## config.mk

```make
export PLATFORM = sky130hd
export DESIGN_NAME = outlier_rejecting_sample_average
export DESIGN_NICKNAME = d
export VERILOG_FILES = /design/src/sv/orsa_pkg.sv /design/src/sv/orsa_div.sv /design/src/sv/outlier_rejecting_sample_average.sv
export VERILOG_INCLUDE_DIRS = /design/src /design/src/sv
export SDC_FILE = /design/constraint.sdc
export NUM_CORES = 1
export LEC_CHECK = 0
export ABC_AREA = 1
export BUFFER_PORTS_ARGS = -buffer_cell sky130_fd_sc_hd__buf_2
export CORE_MARGIN = 1
export CORE_UTILIZATION = 25
export CTS_CLUSTER_SIZE = 8
export DETAILED_ROUTE_END_ITERATION = 8
export SYNTH_ARGS = -nofsm -noshare
export SYNTH_HDL_FRONTEND = slang
export SYNTH_SLANG_ARGS = --single-unit
export TNS_END_PERCENT = 10
```

## constraint.sdc

```tcl
create_clock -name clk -period 20.5 [get_ports clk]
set_input_delay 2.05 -clock clk [delete_from_list [all_inputs] [get_ports clk]]
set_output_delay 2.05 -clock clk [all_outputs]
set_load 0.05 [all_outputs]
```

## src/sv/assert_macros.svh

```systemverilog
// Assertion macros shared by the RTL modules of the sample averager.
// Each macro samples on clk and is disabled while arst_n is low.
`ifndef ASSERT_MACROS_SVH
`define ASSERT_MACROS_SVH

// The property must hold at every clock edge out of reset.
`define ASSERT_ALWAYS(label, prop, msg) \
	label: assert property (@(posedge clk) disable iff (!arst_n) (prop)) else $error(msg);

// The condition must never be true at a clock edge out of reset.
`define ASSERT_NEVER(label, cond, msg) \
	label: assert property (@(posedge clk) disable iff (!arst_n) !(cond)) else $error(msg);

`endif

```

## src/sv/orsa_pkg.sv

```systemverilog
// Shared widths and register indexes for the outlier-rejecting sample averager.
// Used by orsa_div, outlier_rejecting_sample_average and the testbench; depends on nothing.
package orsa_pkg;

	// Fixed state widths.
	localparam int SUM_W      = 16;
	localparam int CNT_W      = 4;
	localparam int ATT_W      = 8;
	localparam int TOL_W      = 7;

	// Configuration port.
	localparam int CFG_IDX_W  = 2;
	localparam int CFG_DATA_W = 8;

	localparam logic [CFG_IDX_W-1:0] CFG_NEEDED_SAMPLES = 2'd0;
	localparam logic [CFG_IDX_W-1:0] CFG_ATTEMPT_LIMIT  = 2'd1;
	localparam logic [CFG_IDX_W-1:0] CFG_TOLERANCE_PCT  = 2'd2;

	// Register reset values.
	localparam logic [CNT_W-1:0] NEEDED_RESET  = 4'd5;
	localparam logic [ATT_W-1:0] ATTEMPT_RESET = 8'd25;
	localparam logic [TOL_W-1:0] TOL_RESET     = 7'd20;

	// Shared multiplier: one operand holds a sum or a sample, the other a scaled percentage
	// (at most 100 * 15), so the product needs 27 bits.
	localparam int MUL_B_W    = 11;
	localparam int MUL_P_W    = SUM_W + MUL_B_W;
	localparam int PCT_FULL   = 100;

	// Divider iteration counter.
	localparam int DIV_CNT_W  = $clog2(SUM_W);

endpackage

```

## src/sv/orsa_div.sv

```systemverilog
// Iterative restoring divider: 16-bit run sum by 4-bit run count, one bit per cycle.
// Depends on orsa_pkg for the sum and count widths, and on assert_macros.svh.
module orsa_div (
	input  logic                       clk,
	input  logic                       arst_n,
	input  logic                       start,
	input  logic [orsa_pkg::SUM_W-1:0] dividend,
	input  logic [orsa_pkg::CNT_W-1:0] divisor,
	output logic                       busy,
	output logic                       done,
	output logic [orsa_pkg::SUM_W-1:0] quotient
);
	import orsa_pkg::*;

	logic                 busy_q;
	logic                 done_q;
	logic                 zero_q;
	logic [DIV_CNT_W-1:0] cnt_q;
	logic [SUM_W-1:0]     quo_q;
	logic [CNT_W-1:0]     rem_q;
	logic [CNT_W-1:0]     div_q;
	logic [CNT_W:0]       trial;
	logic                 fits;

	// One restoring step: shift in the next dividend bit and try to subtract.
	assign trial = {rem_q, quo_q[SUM_W-1]};
	assign fits  = trial >= {1'b0, div_q};

	// Control: a start loads the operands, then one quotient bit per cycle.
	always_ff @(posedge clk or negedge arst_n) begin
		if (!arst_n) begin
			busy_q <= 1'b0;
			done_q <= 1'b0;
			cnt_q  <= '0;
		end else begin
			done_q <= 1'b0;
			if (start) begin
				busy_q <= 1'b1;
				cnt_q  <= DIV_CNT_W'(SUM_W - 1);
			end else if (busy_q) begin
				cnt_q <= cnt_q - 1'b1;
				if (cnt_q == '0) begin
					busy_q <= 1'b0;
					done_q <= 1'b1;
				end
			end
		end
	end

	// Datapath: the dividend register fills with quotient bits from the right.
	always_ff @(posedge clk) begin
		if (start) begin
			quo_q  <= dividend;
			rem_q  <= '0;
			div_q  <= divisor;
			zero_q <= divisor == '0;
		end else if (busy_q) begin
			quo_q <= {quo_q[SUM_W-2:0], fits};
			rem_q <= fits ? CNT_W'(trial - {1'b0, div_q}) : CNT_W'(trial);
		end
	end

	// An empty run averages to zero.
	assign busy     = busy_q;
	assign done     = done_q;
	assign quotient = zero_q ? '0 : quo_q;

	`include "assert_macros.svh"

	`ASSERT_NEVER(a_div_restart, start && busy_q, "divider started while busy")
	`ASSERT_ALWAYS(a_div_done_end, done_q |-> !busy_q && $past(busy_q), "done without a finished pass")
endmodule

```

## src/sv/outlier_rejecting_sample_average.sv

```systemverilog
// Outlier-rejecting sample averager: top level with the sequencer and shared multiplier.
// Depends on orsa_pkg, orsa_div and assert_macros.svh.
//
// Each transferred sample is checked against the current run's mean +/- tolerance_pct
// percent by exact integer cross-multiplication on one shared multiplier, which
// runs three products in turn. A sample that produces no result passes through the
// LHS, HI, LO and CHECK states before the next input transfer. A sample that completes a
// run or uses up the attempt limit also runs the bit-serial divider and the result
// load, which waits while the output register stays full under out_stall.
// in_stall is high while a sample is in work.
// A result waits in the output register and the block takes the next sample meanwhile.
module outlier_rejecting_sample_average #(
	parameter int SAMPLE_BITS = 12
) (
	input  logic                            clk,
	input  logic                            arst_n,
	input  logic                            cfg_we,
	input  logic [orsa_pkg::CFG_IDX_W-1:0]  cfg_index,
	input  logic [orsa_pkg::CFG_DATA_W-1:0] cfg_data,
	input  logic                            in_valid,
	output logic                            in_stall,
	input  logic [SAMPLE_BITS-1:0]          sample,
	output logic                            out_valid,
	input  logic                            out_stall,
	output logic [SAMPLE_BITS-1:0]          average,
	output logic                            timed_out
);
	import orsa_pkg::*;

	localparam logic [2:0] ST_IDLE  = 3'd0;
	localparam logic [2:0] ST_LHS   = 3'd1;
	localparam logic [2:0] ST_HI    = 3'd2;
	localparam logic [2:0] ST_LO    = 3'd3;
	localparam logic [2:0] ST_CHECK = 3'd4;
	localparam logic [2:0] ST_DIV   = 3'd5;
	localparam logic [2:0] ST_OUT   = 3'd6;

	logic [2:0]             state_q;
	logic [CNT_W-1:0]       needed_q;
	logic [ATT_W-1:0]       limit_q;
	logic [TOL_W-1:0]       tol_q;
	logic [SUM_W-1:0]       run_sum_q;
	logic [CNT_W-1:0]       run_count_q;
	logic [ATT_W-1:0]       attempts_q;
	logic [SAMPLE_BITS-1:0] x_q;
	logic [MUL_P_W-1:0]     lhs_q;
	logic                   hi_fail_q;
	logic                   tmo_q;
	logic                   out_valid_q;
	logic [SAMPLE_BITS-1:0] average_q;
	logic                   timed_out_q;

	logic [SUM_W-1:0]       mul_a;
	logic [MUL_B_W-1:0]     mul_b;
	logic [MUL_P_W-1:0]     mul_p;
	logic                   in_xfer;
	logic                   out_free;
	logic                   outlier;
	logic [SUM_W:0]         sum_next;
	logic                   done_run;
	logic                   done_tmo;
	logic                   div_start;
	logic                   div_busy;
	logic                   div_done;
	logic [SUM_W-1:0]       div_quo;

	assign in_stall  = state_q != ST_IDLE;
	assign in_xfer   = in_valid && !in_stall;
	assign out_free  = !out_valid_q || !out_stall;

	// Shared multiplier operands: x * 100n, then S * (100 + tol), then S * (100 - tol).
	always_comb begin
		mul_a = run_sum_q;
		mul_b = '0;
		case (state_q)
			ST_LHS: begin
				mul_a = SUM_W'(x_q);
				mul_b = MUL_B_W'(run_count_q) * MUL_B_W'(PCT_FULL);
			end
			ST_HI: begin
				mul_b = MUL_B_W'(PCT_FULL) + MUL_B_W'(tol_q);
			end
			ST_LO: begin
				mul_b = (tol_q >= TOL_W'(PCT_FULL)) ? '0
					: MUL_B_W'(PCT_FULL) - MUL_B_W'(tol_q);
			end
			default: begin
				mul_b = '0;
			end
		endcase
	end

	assign mul_p = MUL_P_W'(mul_a) * MUL_P_W'(mul_b);

	// The lower bound is zero for a tolerance of 100 or more, so nothing is too low then.
	assign outlier  = (run_count_q != '0) && (hi_fail_q || (lhs_q < mul_p));
	assign sum_next = {1'b0, run_sum_q} + (SUM_W + 1)'(x_q);

	// A complete run wins over a timeout on the same sample.
	assign done_run  = run_count_q >= needed_q;
	assign done_tmo  = !done_run && (attempts_q >= limit_q);
	assign div_start = (state_q == ST_CHECK) && (done_run || done_tmo);

	orsa_div u_div (
		.clk      (clk),
		.arst_n   (arst_n),
		.start    (div_start),
		.dividend (run_sum_q),
		.divisor  (run_count_q),
		.busy     (div_busy),
		.done     (div_done),
		.quotient (div_quo)
	);

	// Config registers; the user writes only while the block is idle; not enforced.
	always_ff @(posedge clk or negedge arst_n) begin
		if (!arst_n) begin
			needed_q <= NEEDED_RESET;
			limit_q  <= ATTEMPT_RESET;
			tol_q    <= TOL_RESET;
		end else if (cfg_we) begin
			case (cfg_index)
				CFG_NEEDED_SAMPLES: needed_q <= cfg_data[CNT_W-1:0];
				CFG_ATTEMPT_LIMIT:  limit_q  <= cfg_data[ATT_W-1:0];
				CFG_TOLERANCE_PCT:  tol_q    <= cfg_data[TOL_W-1:0];
				default: begin
				end
			endcase
		end
	end

	// Sequencer and run state.
	always_ff @(posedge clk or negedge arst_n) begin
		if (!arst_n) begin
			state_q     <= ST_IDLE;
			run_sum_q   <= '0;
			run_count_q <= '0;
			attempts_q  <= '0;
			tmo_q       <= 1'b0;
		end else begin
			case (state_q)
				ST_IDLE: begin
					if (in_xfer) begin
						attempts_q <= attempts_q + 1'b1;
						state_q    <= ST_LHS;
					end
				end
				ST_LHS: begin
					state_q <= ST_HI;
				end
				ST_HI: begin
					state_q <= ST_LO;
				end
				ST_LO: begin
					if (outlier) begin
						run_sum_q   <= SUM_W'(x_q);
						run_count_q <= CNT_W'(1);
					end else begin
						run_sum_q   <= sum_next[SUM_W] ? '1 : sum_next[SUM_W-1:0];
						run_count_q <= run_count_q + 1'b1;
					end
					state_q <= ST_CHECK;
				end
				ST_CHECK: begin
					if (div_start) begin
						tmo_q       <= done_tmo;
						run_sum_q   <= '0;
						run_count_q <= '0;
						attempts_q  <= '0;
						state_q     <= ST_DIV;
					end else begin
						state_q <= ST_IDLE;
					end
				end
				ST_DIV: begin
					if (div_done) begin
						state_q <= ST_OUT;
					end
				end
				ST_OUT: begin
					if (out_free) begin
						state_q <= ST_IDLE;
					end
				end
				default: begin
					state_q <= ST_IDLE;
				end
			endcase
		end
	end

	// Sample and product registers of the outlier test.
	always_ff @(posedge clk) begin
		if (in_xfer) begin
			x_q <= sample;
		end
		if (state_q == ST_LHS) begin
			lhs_q <= mul_p;
		end
		if (state_q == ST_HI) begin
			hi_fail_q <= lhs_q > mul_p;
		end
	end

	// Output register; a result loads once the previous one has been transferred.
	always_ff @(posedge clk or negedge arst_n) begin
		if (!arst_n) begin
			out_valid_q <= 1'b0;
		end else if (state_q == ST_OUT && out_free) begin
			out_valid_q <= 1'b1;
		end else if (!out_stall) begin
			out_valid_q <= 1'b0;
		end
	end

	always_ff @(posedge clk) begin
		if (state_q == ST_OUT && out_free) begin
			average_q   <= SAMPLE_BITS'(div_quo);
			timed_out_q <= tmo_q;
		end
	end

	assign out_valid = out_valid_q;
	assign average   = average_q;
	assign timed_out = timed_out_q;

	`include "assert_macros.svh"

	`ASSERT_ALWAYS(a_count_le_attempts, ATT_W'(run_count_q) <= attempts_q, "run longer than attempts used")
	`ASSERT_ALWAYS(a_div_done_state, div_done |-> state_q == ST_DIV, "divider finished outside the divide state")
	`ASSERT_ALWAYS(a_div_idle_at_start, div_start |-> !div_busy, "divider started while busy")
	`ASSERT_ALWAYS(a_state_cleared, (state_q == ST_DIV) |-> (run_count_q == '0 && attempts_q == '0), "state not cleared after a result")
endmodule

```

# After elaboration in Yosys (flattened, before gate mapping)
# Cells that the tools add are included.
[op_classes]
n_lt_le_gt_ge = 6
mul = 2
n_addsub = 7
n_reduce_logical = 28
muxes = 31
n_eq_ne = 13
[op_table]
columns = ["op", "count"]
rows = [
  ["$mux 16", 6],
  ["$pmux 11 s3", 1],
  ["$pmux 16 s2", 1],
  ["$gt 27x27->1", 1],
  ["$lt 27x27->1", 1],
  ["$mul 16x11->27", 1],
  ["$pmux 3 s7", 1],
  ["$mux 4", 5],
  ["$add 16x12->17", 1],
  ["$mux 8", 2],
  ["$pmux 8 s2", 1],
  ["$mux 3", 4],
  ["$mux 11", 1],
  ["$reduce_and 2->1", 5],
  ["$eq 3x3->1 const B", 3],
  ["$mul 4x5->9 const B", 1],
  ["$add 7x7->8 const A", 1],
  ["$add 8x1->8 const B", 1],
  ["$ge 8x8->1", 1],
  ["$logic_not 4->1", 2],
  ["$mux 1", 8],
  ["$pmux 4 s2", 1],
  ["$sub 7x7->8 const A", 1],
  ["$ge 7x7->1 const B", 1],
  ["20 further kinds", 36],
]
[totals]
register_bits = 136
elab_cells = 108
inputBits = 27

# Depth between registers and ports, before layout
[logic_depth]
word_depth = 9
mapped_depth = 53
mapped_depth_nobuf = 52

# Modules after synthesis
# Synthesis repeated with hierarchy kept, for this count alone.
[unflattened]
hier_cells = 1598
hier_area_um2 = 13315.3
[modules_own_cells]
columns = ["module", "n_inst", "cells_per_inst", "area_each_um2", "seq_area_each_um2"]
rows = [
  ["outlier_rejecting_sample_average", 1, 1429, 11761.3, 2901.5],
  ["orsa_div", 1, 169, 1554.0, 860.8],
]

# Least setup slack after synthesis
# OpenSTA, ideal clock, no wires.
[synth_timing]
path_kind = "register to register"
from = "register run_count_q[0]"
to = "register run_sum_q[6]"
period_less_slack_ns = 7.891
t_arrival_ns = 7.774
path_slack_ns = 12.609
path_stages_with_launch = 44
path_buffers = 1
required_time_ns = 20.383
setup_time_ns = 0.117
path_cell_list = "dfrtp_1 -> inv_1 -> ha_1 -> ha_1 -> fa_1 -> a31o_2 -> o21ai_0 -> nand2_2 -> inv_1 -> nor2_1 -> fa_1 -> fa_1 -> fa_1 -> fa_1 -> inv_1 -> fa_1 -> inv_1 -> ha_1 -> [8 not listed] -> inv_1 -> ha_1 -> nand2_1 -> nor4_1 -> nand2_1 -> nand2_1 -> nand2_1 -> nand2_1 -> nand4_1 -> nand2_1 -> nand2_1 -> nand2_2 -> nand2_4 -> nand2_4 -> buf_8 -> nand2_1 -> nand3_1 -> nand2_1"
[synth_between]
elab_chain_cells = 8
word_cells_on_any_way = 16
classes_between = "2 x mul; 2 x order compare; 1 x eq/ne; 3 x mux; 8 x reduce/logical"
[synth_rtl]
columns = ["element", "line_no", "rtl"]
rows = [
  ["start, declared", "outlier_rejecting_sample_average.sv:43", "logic [CNT_W-1:0] run_count_q;"],
  ["start signal, assigned", "outlier_rejecting_sample_average.sv:160", "run_count_q <= run_count_q + 1'b1;"],
  ["$mul 4x5->9", "outlier_rejecting_sample_average.sv:78", "mul_b = MUL_B_W'(run_count_q) * MUL_B_W'(PCT_FULL);"],
  ["$pmux 11 s3", "outlier_rejecting_sample_average.sv:75", "case (state_q)"],
  ["$mul 16x11->27", "outlier_rejecting_sample_average.sv:93", "assign mul_p = MUL_P_W'(mul_a) * MUL_P_W'(mul_b);"],
  ["net mul_p[16]", "outlier_rejecting_sample_average.sv:55", "logic [MUL_P_W-1:0] mul_p;"],
  ["$lt 27x27->1", "outlier_rejecting_sample_average.sv:96", "assign outlier = (run_count_q != '0) && (hi_fail_q || (lhs_q < mul_p));"],
  ["$logic_or 1x1->1", "outlier_rejecting_sample_average.sv:96", ""],
  ["$logic_and 1x1->1", "outlier_rejecting_sample_average.sv:96", ""],
  ["$mux 16", "outlier_rejecting_sample_average.sv:155", "if (outlier) begin"],
  ["$pmux 16 s2", "outlier_rejecting_sample_average.sv:141", "case (state_q)"],
  ["end signal, assigned", "outlier_rejecting_sample_average.sv:156", "run_sum_q <= SUM_W'(x_q);"],
  ["end signal, assigned", "outlier_rejecting_sample_average.sv:159", "run_sum_q <= sum_next[SUM_W] ? '1 : sum_next[SUM_W-1:0];"],
  ["end, declared", "outlier_rejecting_sample_average.sv:42", "logic [SUM_W-1:0] run_sum_q;"],
]
# The timed path passes the listed nets, and every way through them passes these cells.
# A chain may end at the register's enable or synchronous reset.

# Worst setup path in the final report
[layout_timing]
from = "register state_q[0]"
to = "register run_sum_q[14]"
[layout_between]
elab_chain_cells = 8
word_cells_on_any_way = 16
classes_between = "1 x mul; 1 x order compare; 5 x eq/ne; 4 x mux; 5 x reduce/logical"
[layout_rtl]
columns = ["element", "line_no", "rtl"]
rows = [
  ["start, declared", "outlier_rejecting_sample_average.sv:38", "logic [2:0] state_q;"],
  ["start signal, assigned", "outlier_rejecting_sample_average.sv:135", "state_q <= ST_IDLE;"],
  ["start signal, assigned", "outlier_rejecting_sample_average.sv:145", "state_q <= ST_LHS;"],
  ["start signal, assigned", "outlier_rejecting_sample_average.sv:149", "state_q <= ST_HI;"],
  ["$eq 3x2->1 or $eq 3x1->1 (tied branches)", "outlier_rejecting_sample_average.sv:75", ""],
  ["$pmux 11 s3 or $mux 16 (tied branches)", "outlier_rejecting_sample_average.sv:75", ""],
  ["$mul 16x11->27 *", "outlier_rejecting_sample_average.sv:93", ""],
  ["net mul_p[16]", "outlier_rejecting_sample_average.sv:55", ""],
  ["$lt 27x27->1 *", "outlier_rejecting_sample_average.sv:96", ""],
  ["$logic_or 1x1->1 *", "outlier_rejecting_sample_average.sv:96", ""],
  ["$logic_and 1x1->1 *", "outlier_rejecting_sample_average.sv:96", ""],
  ["$mux 16 *", "outlier_rejecting_sample_average.sv:155", ""],
  ["$pmux 16 s2 *", "outlier_rejecting_sample_average.sv:141", ""],
]
# Mark *: on every way through the listed nets, which the timed path passes. The rest lies on a longest branch.

==> qor.yml <==
synth_top_family_by_area: "adder cells"
synth_area_leaders: "fa_1 (19%), edfxtp_1 (17%), ha_1 (13%), inv_1 (9.7%), dfrtp_1 (9.6%)"
dp.cells: 2291
grt_pass1_vias: 10540
grt_use_total_pct: 12.81
syn2layout_area_growth_pct: 12.36
num_vias: 10320
power_density_nw_per_um2: 165.2
hold_buffers: 0
fin_setup_tns_ps: 0
seq_power_share_pct: 20.5
io_pins: 42
htree_levels: 4
fmax_mhz: 108.3
leakage_nw: 7.540
cts-resized-gates: 0
post_cts_buffers: 0
ir_drop_v: 0.00008230
critPathSlowestCell: "nand2_1"
cts_tree: "built"
drv_cap: 0
clkPwrFrac_pct: 13.0
synthFlopType: "edfxtp_1"
cts_sinks: 136
clock_path_buffers: 2
drt-met1-wl_um: 15210
synth_compound_area_share_pct: 8.344
cpPeakStageDelay_ps: 760
overflow: 0
skew_ps: 17.54
synthTopCellsByCount: "inv_1 (343), nand2_1 (328), ha_1 (136)"
initial_core_util_pct: 25.28
drt_iter0_drc: 812
top_layer_used: "met4"
io_buffers: 41
diodes: 0
fin_crit_sh_pct: 45.02
postRouteAntennaNets: 0
min_from: "u_div.rem_q[3]$_SDFFE_PP0P_"
yosysMostFrequentCell: "inv_1"
drc: 0
cpMostUsedCell: "nand2_1"
reg2reg_slack_ps: 11270
startpoint_type: "register"
syn_avg_cell_area_um2: 8.411
power_mw: 2.461
hold_violations: 0
ys_ff_latch: 136
stdcell_count: 2323
muxShareOfSynthArea_pct: 0
hold-path-cell-count: 2
place_area_um2: 14290
routed_wirelength_um: 32860
synthesis.nets: 1867
routed-wl-met2_um: 15150
netlist_instances: 1576
synth_top_area_share_pct: 19.33
insertion_delay_ps: 450
fillCellCount: 5525
die_height_um: 232.3
critPathKind: "reg2reg"
relSlewSlack_pct: 24.46
grt_pass1_wl_um: 54480
coreArea_um2: 52450
ys_async_sr_fraction_pct: 42.65
dieWidth_um: 232.3
dp_hpwl_um: 26750
r2r_cells: 43
wl_met3_um: 1601
post_drt_wl_per_cell_um: 14.15
worst_pin_slew_ps: 1129
drive_gt1_share_pct: 7.401
swShare_pct: 52.02
drt-pass1-iter-count: 5
netlist.top_cell.by_area: "fa_1"
r2r-end: "run_sum_q[14]$_DFFE_PN0P_"
yosys.area_share.simple_pct: 17.86
stdcell_area_um2: 14900
cp_max_fo: 33
viasPerCell: 4.443
cts_root_buffer: "clkbuf_16"
period_minus_slack_ps: 9230
final_net_count: 1913
finalSetupViolations: 0
gp_congestion: 0.9517
clk_pin_slew_ps: 70
die-area_um2: 53950
yosys_warnings: 0
synthDistinctLibCells: 55
r2r-start: "state_q[0]$_DFFE_PN0P_"
hp-class: "reg2reg"
crit_arrival_ps: 9590
net-switching-power_mw: 1.280
syn_area_um2: 13260
slew_violations: 0
hold_end: "u_div.rem_q[3]$_SDFFE_PP0P_"
end_kind: "register"
rsz0062_at_grt: "false"
synth_edf_count: 74
p_comb_share_pct: 66.5
rows: 84
cp_data_required_time_ps: 20860
synth_fa_ha_area_share_pct: 32.17
ys_seq_area_share_pct: 28.38
grt_max_degree: 59
cts_made_buffers: 17
p_int_mw: 1.181
status: "complete, no violations"
synth_xor_area_share_pct: 2.511
antenna_found_initial: 0
-- layout by cell type, fill, tap and decap left out, types with 7 or more instances in the layout --
cell type and count:
inv_1 343, nand2_1 328, ha_1 136, nor2_1 132, fa_1 128, edfxtp_1 74, a21oi_1 73, o21ai_0 69
dfrtp_1 51, nand3_1 49, buf_2 41, xor2_1 26, clkbuf_16 18, nor3_1 16, xnor2_1 12, buf_4 11
o21ai_1 10, nand4_1 10, o21bai_1 7, dfstp_2 7
-- power by group through the flow --
stage	Sequential, mW	Clock (mW)	Combinational [mW]
2_1_floorplan	0.491	0	1.23
3_3_place_gp	0.506	0	1.60
3_5_place_dp	0.510	0	1.64
4_1_cts	0.505	0.328	1.65
5_1_grt	0.516	0.338	1.89
6_report	0.505	0.320	1.64
-- sequential cells by signal, summed over array words and instances (netlist names), 7 cells and up --
signal and count:
lhs_q 27, run_sum_q 16, u_div.quo_q 16, average 12
x_q 12, attempts_q 8, limit_q 8, tol_q 7
-- metal layers --
layer | GRT usage [%] | up-vias
li1 | - | 5034
met1 | 16.78 | 4986
met2 | 20.96 | 259
met3 | 1.928 | 41
met4 | 5.284 | 0
met5 | 0 | -
-- final cells by class --
| class | instances | area (um^2) | share of cell area, % |
|---|---|---|---|
| inverters | 349 | 1310 | 8.795 |
| clock inverters | 14 | 153.9 | 1.033 |
| well taps | 688 | 860.8 | 5.779 |
| multi-input cells | 1066 | 8070 | 54.18 |
| repair buffers | 52 | 287.8 | 1.932 |
| flip-flops and latches | 136 | 3762 | 25.26 |
| clock buffers | 18 | 450.4 | 3.024 |
-- critical path: cells and delay by family (launching register included) --
kind / cells / cell delay, ps
flip-flops: 1 / 410
AND/OR/NAND/NOR: 21 / 3360
buffers and inverters: 10 / 1270
XOR/XNOR: 1 / 210
adder cells (fa/ha/maj): 7 / 3100
AO/OA/AOI/OAI: 4 / 760
-- how the worst max path moves through the flow --
stage	start	end	slack, ps	cells past startpoint
after floorplan	run_count_q[0]$_DFFE_PN0P_	run_sum_q[6]$_DFFE_PN0P_	12610	43
after global placement	state_q[0]$_DFFE_PN0P_	run_sum_q[12]$_DFFE_PN0P_	11510	41
after detailed placement	state_q[0]$_DFFE_PN0P_	run_sum_q[14]$_DFFE_PN0P_	11320	41
after CTS	state_q[0]$_DFFE_PN0P_	run_sum_q[14]$_DFFE_PN0P_	11280	43
after global routing	state_q[0]$_DFFE_PN0P_	run_sum_q[14]$_DFFE_PN0P_	10520	41
final	state_q[0]$_DFFE_PN0P_	run_sum_q[14]$_DFFE_PN0P_	11270	43
-- metrics by stage --
step	setup WS (ps)	util (%)	hold WS, ps
6_report	11270	28.40	474.8
5_1_grt	10520	28.40	496.2
4_1_cts	11280	28.40	479.2
3_5_place_dp	11320	27.25	468.6
3_3_place_gp	11510	27.25	454.6
2_1_floorplan	12610	-	425.7
-- kinds of logic (layout without fill, tap and decap cells) --
group	Yosys count	count (layout)
AO/OA/AOI/OAI	197	197
adder cells (fa/ha/maj)	264	264
buffers and inverters	374	433
AND/OR/NAND/NOR	567	567
XOR/XNOR	38	38
flip-flops	136	136
Power figures use the tool's default switching activity.
